--- config.mk ---
export PLATFORM = sky130hd
export DESIGN_NAME = kprq_regs
export DESIGN_NICKNAME = d
export VERILOG_FILES = /design/src/kprq_pkg.sv /design/src/kprq_regs.sv
export SDC_FILE = /design/constraint.sdc
export NUM_CORES = 1
export LEC_CHECK = 0
export ABC_AREA = 1
export BUFFER_PORTS_ARGS = -buffer_cell sky130_fd_sc_hd__buf_2
export CORE_ASPECT_RATIO = 1.25
export CORE_UTILIZATION = 34
export DETAILED_ROUTE_END_ITERATION = 7
export MAX_ROUTING_LAYER = met4
export PLACE_DENSITY = 0.62
export SYNTH_ARGS = -nofsm -noshare
export SYNTH_HDL_FRONTEND = slang
export SYNTH_SLANG_ARGS = --single-unit
--- constraint.sdc ---
create_clock -name clk -period 1.1 [get_ports clk]
set_input_delay 0.11 -clock clk [delete_from_list [all_inputs] [get_ports clk]]
set_output_delay 0.11 -clock clk [all_outputs]
set_load 0.02 [all_outputs]
--- src/kprq_pkg.sv ---
package kprq_pkg;

	localparam int KEY_COUNT = 256;
	localparam int KEY_BITS  = $clog2(KEY_COUNT);
	localparam int TIME_BITS = 32;
	localparam int DUR_BITS  = 16;
	localparam int ADDR_BITS = 4;
	localparam int DATA_BITS = 32;

	localparam logic [DUR_BITS-1:0] HOLD_RST       = 16'd500;
	localparam logic [DUR_BITS-1:0] INTERVAL_RST   = 16'd100;
	localparam logic [DUR_BITS-1:0] REP_DELAY_RST  = 16'd400;
	localparam logic [DUR_BITS-1:0] REP_PERIOD_RST = 16'd80;

	typedef enum logic [2:0] {
		ACT_PRESS   = 3'd0,
		ACT_RELEASE = 3'd1,
		ACT_HOLD    = 3'd2,
		ACT_IVL_A   = 3'd3,
		ACT_IVL_B   = 3'd4,
		ACT_CDR     = 3'd5
	} action_t;

	typedef enum logic [1:0] {
		REG_HOLD       = 2'd0,
		REG_INTERVAL   = 2'd1,
		REG_REP_DELAY  = 2'd2,
		REG_REP_PERIOD = 2'd3
	} reg_idx_t;

	typedef struct packed {
		logic [DUR_BITS-1:0] hold;
		logic [DUR_BITS-1:0] interval;
		logic [DUR_BITS-1:0] rep_delay;
		logic [DUR_BITS-1:0] rep_period;
	} cfg_t;

	// per-key record kept in the state memory
	typedef struct packed {
		logic                 level_flag;
		logic [TIME_BITS-1:0] hold_start;
		logic                 hold_active;
		logic                 hold_fired;
		logic [TIME_BITS-1:0] ia_time;
		logic                 ia_active;
		logic [TIME_BITS-1:0] ib_time;
		logic                 ib_active;
		logic [TIME_BITS-1:0] rep_start;
		logic                 rep_active;
	} key_rec_t;

	typedef struct packed {
		logic                en;
		logic [KEY_BITS-1:0] key;
		key_rec_t            rec;
	} wr_req_t;

	function automatic logic reached(input logic [TIME_BITS-1:0] now,
		input logic [TIME_BITS-1:0] since, input logic [DUR_BITS-1:0] span);
		logic [TIME_BITS-1:0] diff;
		diff = now - since;
		return diff >= TIME_BITS'(span);
	endfunction

endpackage

--- src/kprq_regs.sv ---
module kprq_regs (
	input  logic                               clk,
	input  logic                               arst_n,
	input  logic                               psel,
	input  logic                               penable,
	input  logic                               pwrite,
	input  logic [kprq_pkg::ADDR_BITS-1:0]     paddr,
	input  logic [kprq_pkg::DATA_BITS-1:0]     pwdata,
	output logic [kprq_pkg::DATA_BITS-1:0]     prdata,
	output logic                               pready,
	output kprq_pkg::cfg_t                     cfg
);
	import kprq_pkg::*;

	cfg_t     cfg_q;
	reg_idx_t idx;
	logic     wr_en;

	assign idx    = reg_idx_t'(paddr[ADDR_BITS-1:2]);
	assign pready = 1'b1;
	assign wr_en  = psel && penable && pwrite;
	assign cfg    = cfg_q;

	always_ff @(posedge clk or negedge arst_n) begin
		if (!arst_n) begin
			cfg_q.hold       <= HOLD_RST;
			cfg_q.interval   <= INTERVAL_RST;
			cfg_q.rep_delay  <= REP_DELAY_RST;
			cfg_q.rep_period <= REP_PERIOD_RST;
		end else if (wr_en) begin
			unique case (idx)
				REG_HOLD:       cfg_q.hold       <= pwdata[DUR_BITS-1:0];
				REG_INTERVAL:   cfg_q.interval   <= pwdata[DUR_BITS-1:0];
				REG_REP_DELAY:  cfg_q.rep_delay  <= pwdata[DUR_BITS-1:0];
				REG_REP_PERIOD: cfg_q.rep_period <= pwdata[DUR_BITS-1:0];
				default: ;
			endcase
		end
	end

	always_comb begin
		unique case (idx)
			REG_HOLD:       prdata = DATA_BITS'(cfg_q.hold);
			REG_INTERVAL:   prdata = DATA_BITS'(cfg_q.interval);
			REG_REP_DELAY:  prdata = DATA_BITS'(cfg_q.rep_delay);
			REG_REP_PERIOD: prdata = DATA_BITS'(cfg_q.rep_period);
			default:        prdata = '0;
		endcase
	end

endmodule

==> results of run 1 <==
## power by group through the flow
stage	sequential, uW	clock, uW	combinational (uW)
after global placement	3350	0	2370
after floorplan	3900	0	902
after CTS	3240	2970	3770
after detailed placement	3370	0	2410
after global routing	3360	3070	4430
final	3300	2930	4140
## through the flow
step                      setup WS (ns)  hold slack (ns)  area [um^2]  power [uW]  cells
after global placement         -0.00752           0.0390         3980        5720    625
after global routing             -0.257           0.0203         5410       10900    711
final                            -0.213          0.00881         5410       10400    712
after detailed placement        -0.0225           0.0363         3980        5770    625
after CTS                        -0.210         0.000723         5120        9980    697
after floorplan                   0.116           -0.186         3300        4800    411
## cell usage after synthesis
library cell / count / area share, %
dfstp_2: 14 / 11
nand4_1: 16 / 3.1
inv_1: 2 / 0.23
inv_6: 2 / 0.54
nand3_1: 48 / 7.4
nand2_4: 6 / 2.1
nor2_4: 5 / 1.7
nand2_1: 208 / 24
buf_2: 8 / 1.2
clkbuf_1: 1 / 0.12
dfrtp_1: 50 / 39
nor2_8: 1 / 0.62
nand2_2: 3 / 0.58
inv_2: 2 / 0.23
buf_6: 10 / 3.5
buf_4: 17 / 3.9
conb_1: 2 / 0.23
nand3_4: 1 / 0.54
## what timing repair did
action	4_1_cts	5_1_grt
gates resized for setup	128	50
buffers inserted	53	17
hold buffers	3	0
endpoints found under the hold margin	35	0
setup endpoints to repair	30	63
pin swaps	31	15
gates cloned	0	0
## worst reg2reg max path: stages (launching register included)
cell and delay (ns):
dfstp_2 0.55, buf_6 0.10, buf_4 0.09, buf_4 0.09
nand2_1 0.04, nand2_1 0.06
## logic make-up after synthesis
family,count (synthesis),synth area share [%]
buffers and inverters,42,9.76
DFF,64,49.9
other,2,0.231
and+or+nand+nor,288,40.1
## layer usage
layer / up-vias / global-route usage (%) / part of all wire (%)
li1: 1605 / - / -
met5: - / - / 0
met3: 19 / 5.36 / 6.7
met4: 0 / 7.94 / 1.6
met1: 1644 / 29.5 / 42
met2: 163 / 38.0 / 50
## worst paths after layout
path / from / end / cells after the start
worst max-delay path: cfg[38] / prdata[6] / 3
worst min-delay path: pwdata[5] / cfg[53] / 3
worst max register to register: cfg[4] / cfg[4] / 5
worst min register to register: cfg[54] / cfg[54] / 2
max in group asynchronous: arst_n / cfg[37] / 3
min in group asynchronous: arst_n / cfg[48] / 2
## final cells by class
cell class	count	area, um^2	area share, %
antenna	1	2.50	0.0462
clock buffer	13	270	4.99
clock inverter	3	40.0	0.740
inverter	6	32.5	0.601
multi-input combinational	305	1420	26.2
sequential	64	1620	29.9
tap	123	154	2.84
timing repair buffer	197	1880	34.6
==> qor.txt, run 1 <==
I/O pin total: 138
antenna violations before repair: 0
average wire per standard cell: 15.2 um
clk_skew: 0 ns
drt total wl: 10800 um
Die H: 111 um
Die Area: 0.00994 mm^2
Achievable Freq: 761 MHz
sequential share of power: 31.8%
Comb power frac: 39.9%
sum of negative setup slack: -3.28 ns
family with the most delay on the worst path: flip-flops
sw frac: 32.7%
Final ANT Viol Nets: 0
final hold vios: 0
Internal: 6980 uW
Vias: 3431
vias in the first global route: 3315
Crit path largest cell delay: 0.54 ns
failing checks: setup timing
worst-path fanout max: 2
RSZ-0062 raised after global routing: yes
most common cell after layout, fill and taps aside: nand2_1
initial detailed-routing violation count: 196
Psw: 3390 uW
largest net degree at the start of global routing: 29
Core Region: 0.00922 mm^2
detailed-route DRC error count: 0
Req. time, crit path: 0.99 ns
startpoint types: register
Port Buf Inserts: 102
Worst path slowest cell: dfstp_2
Final Setup Violations: 33
final core occ: 58.7%
HPWL after detailed placement: 6840 um
sequential fraction of the synthesis area: 49.9%
syn_area_per_cell: 8.19 um^2
filler instances: 824
Final min period: 1.31 ns
CTS buffer count: 9
final worst-path cycle share: 119%
Layout area overhead: 66.9%
Syn Inst Count: 396
CTS tree: done
# rows: 39
Distinct cells, synth: 18
clock sink count: 64
NumNets Final: 624
CP Buf/Inv Count: 1
first-pass GRT wire length: 17000 um
Min-Delay Path Class: input pin to register
GPL Wtd Cong: 0.810
Worst-Skew Late Latency: 0.33 ns
Clock power frac: 28.3%
Max Slew Vio Count: 0
starting density of the core: 35.2%
CTS H-tree depth: 3
layout cells sized above 1: 43.2%
clk slew on worst S/H paths: 0.05 ns
CP Class: register to output pin
synthesized area: 0.00324 mm^2
LEAKAGE: 0.00289 uW
status: complete, but fails checks
crit path cell chain: nand3_1 > nand4_1 > buf_4
total global-route track usage: 23.8%
arrival time at the worst endpoint: 1.20 ns
Largest register FFs: 64
Pre-Repair DR Iteration Count: 5
worst reg-to-reg setup slack: 0.11 ns
Peak VDD IR: 978 uV
CP Capture Type: output pin
most frequent cells in the layout: nand2_1 (208), buf_6 (97), buf_4 (53), dfrtp_1 (50), nand3_1 (37)
PnR worst setup slack: -0.213 ns
clk root buf: clkbuf_16
max cap viols: 0
Vias/cell: 4.82
Yosys reg bits: 64
Yosys Warn Count: 0
final global-route overflow total: 0
Die Span X: 89.4 um
CTS max path bufs: 2
P per Cell Area: 1920 mW/mm^2
Power figures use the tool's default switching activity.
==> run 2: changes to the inputs <==
==> constraint.sdc (replaced) <==
create_clock -name clk -period 1.3 [get_ports clk]
set_input_delay 0.13 -clock clk [delete_from_list [all_inputs] [get_ports clk]]
set_output_delay 0.13 -clock clk [all_outputs]
set_load 0.02 [all_outputs]
==> run 2 against run 1 <==
Net effect:
- the run still ends with setup timing left
- final cell count shrank 9.6%
- critical path type unchanged
- utilization shrank 13 points
- first-iteration DRC count grew 30%
- non-clock buffer count shrank 68
- clock-buffer cell count shrank 1
==> qor.txt, run 2 (synthesized netlist as in run 1, its figures left out) <==
Die H: 111 um (unchanged)
Die Span X: 89.4 um (unchanged)
HP Start: pwdata[2]
final worst-path cycle share: 102%
CP Capture Type: output pin
max cap viols: 0 (unchanged)
detailed-route DRC error count: 0 (unchanged)
WHS Path Cells: 3 (unchanged)
Peak VDD IR: 752 uV (-23%)
GPL Wtd Cong: 0.781 (-3.5%)
sum of negative setup slack: -0.0649 ns (+3.21 ns)
CTS H-tree depth: 3 (unchanged)
antenna violations before repair: 1 (+1)
starting density of the core: 35.2% (unchanged)
I/O pin total: 138 (unchanged)
CTS tree: done
arrival time at the worst endpoint: 1.20 ns (about the same)
sw frac: 35.7% (+3.1 points)
vias in the first global route: 2831 (-15%)
first-pass GRT wire length: 15200 um (-11%)
family with the most delay on the worst path: flip-flops
Min-Delay Path Class: input pin to register
sequential share of power: 39.1% (+7.3 points)
R2R cell count: 3 (-2)
Final Setup Violations: 4 (-88%)
Final ANT Viol Nets: 0 (unchanged)
CTS buffer count: 9 (unchanged)
clk_skew: 0 ns (unchanged)
P per Cell Area: 1680 mW/mm^2 (-12%)
drt total wl: 9530 um (-12%)
clk root buf: clkbuf_16
Port Buf Inserts: 102 (unchanged)
Crit path largest cell delay: 0.53 ns (about the same)
final hold vios: 0 (unchanged)
Pre-Repair DR Iteration Count: 5 (unchanged)
HPWL after detailed placement: 6370 um (-7.0%)
most common cell after layout, fill and taps aside: nand2_1
Vias/cell: 4.75 (-1.4%)
Hold Path End: cfg[50]
Achievable Freq: 754 MHz
Vias: 3059 (-11%)
RSZ-0062 raised after global routing: yes
Req. time, crit path: 1.17 ns (+0.18 ns)
Worst-Skew Late Latency: 0.33 ns (about the same)
final global-route overflow total: 0 (unchanged)
worst reg-to-reg setup slack: 0.48 ns (+0.37 ns)
clk slew on worst S/H paths: 0.06 ns (about the same)
Internal: 4590 uW (-34%)
CP Class: register to output pin
LEAKAGE: 0.00238 uW (-18%)
Placement Cell Area: 0.00383 mm^2 (-3.9%)
clock sink count: 64 (unchanged)
reg2reg start: cfg[23]
CP Buf/Inv Count: 1 (unchanged)
Layout area overhead: 30.9%
Worst path slowest cell: dfstp_2
status: complete, but fails checks
# rows: 39 (unchanged)
CTS max path bufs: 2 (unchanged)
final instance area: 0.00425 mm^2 (-22%)
Core Region: 0.00922 mm^2 (unchanged)
Die Area: 0.00994 mm^2 (unchanged)
Psw: 2560 uW (-25%)
PnR worst setup slack: -0.0264 ns (+0.187 ns)
reg2reg end: cfg[23]
average wire per standard cell: 14.8 um (-2.5%)
Largest register FFs: 64 (unchanged)
Clock power frac: 31.1% (+2.8 points)
Max Slew Vio Count: 0 (unchanged)
total global-route track usage: 21.5% (-2.3 points)
final core occ: 46.0% (-13 points)
startpoint types: register
failing checks: setup timing
worst-path fanout max: 2 (unchanged)
initial detailed-routing violation count: 255 (+30%)
largest net degree at the start of global routing: 65 (+120%)
Final min period: 1.33 ns
crit path cell chain: nand3_2 > nand4_1 > buf_4
Comb power frac: 29.8% (-10 points)
most frequent cells in the layout: nand2_1 (206), buf_2 (95), dfrtp_1 (50), nand3_1 (42), buf_4 (30)
layout cells sized above 1: 35.6% (-7.6 points)
NumNets Final: 556 (-11%)
run 2: what timing repair did:
action | in CTS | in global routing
gates resized for setup | 11 | 5
setup buffers | 9 | 1
endpoints found under the hold margin | 50 | 0
endpoints found under the setup margin | 6 | 7
pin swaps | 7 | 3
hold buffers | 1 | 0
run 2: worst max path at each step:
stage	from	end	slack, ns	depth (start not counted)
3_5_place_dp	paddr[3]	cfg[31]	0.03	7
5_1_grt	cfg[37]	prdata[5]	-0.06	3
4_1_cts	cfg[34]	prdata[2]	-0.03	3
2_1_floorplan	paddr[3]	prdata[10]	0.28	5
3_3_place_gp	paddr[3]	cfg[31]	0.05	7
6_report	cfg[34]	prdata[2]	-0.03	3
run 2: layer usage:
metal  wire (um)  up-vias  global-route usage, %
met5           0        -                      -
met4         106        0                   7.09
met3         703       10                   5.66
met2        4660      128                   32.2
met1        4060     1447                   28.1
li1            -     1474                      -
run 2: final cells by class:
class | instances | area [um^2]
Clock inverter | 4 | 20.0
Antenna cell | 1 | 2.50
Multi-Input combinational cell | 305 | 1400
Inverter | 6 | 32.5
Clock buffer | 12 | 256
Tap cell | 123 | 154
Timing Repair Buffer | 129 | 762
Sequential cell | 64 | 1620
Fill cell | 918 | 4980
run 2: worst min-delay path, delay by kind of cell:
family                 cells  cell delay, ns
and+or+nand+nor            2            0.11
buffers and inverters      1            0.12
run 2: through the flow:
step | hold slack [ns] | cells | setup WS [ns] | power [uW]
3_5_place_dp | 0.172 | 616 | 0.0307 | 4830
3_3_place_gp | 0.176 | 616 | 0.0489 | 4800
2_1_floorplan | -0.166 | 411 | 0.278 | 4060
6_report | 0.0209 | 644 | -0.0264 | 7150
5_1_grt | 0.0304 | 644 | -0.0634 | 7540
4_1_cts | 0.0178 | 642 | -0.0289 | 7190
run 2: power by group through the flow:
stage	clock network, uW	registers (uW)	logic [uW]
after floorplan	0	3300	763
after global placement	0	2830	1970
after detailed placement	0	2830	2000
after CTS	2260	2790	2130
after global routing	2360	2860	2320
final	2220	2800	2130
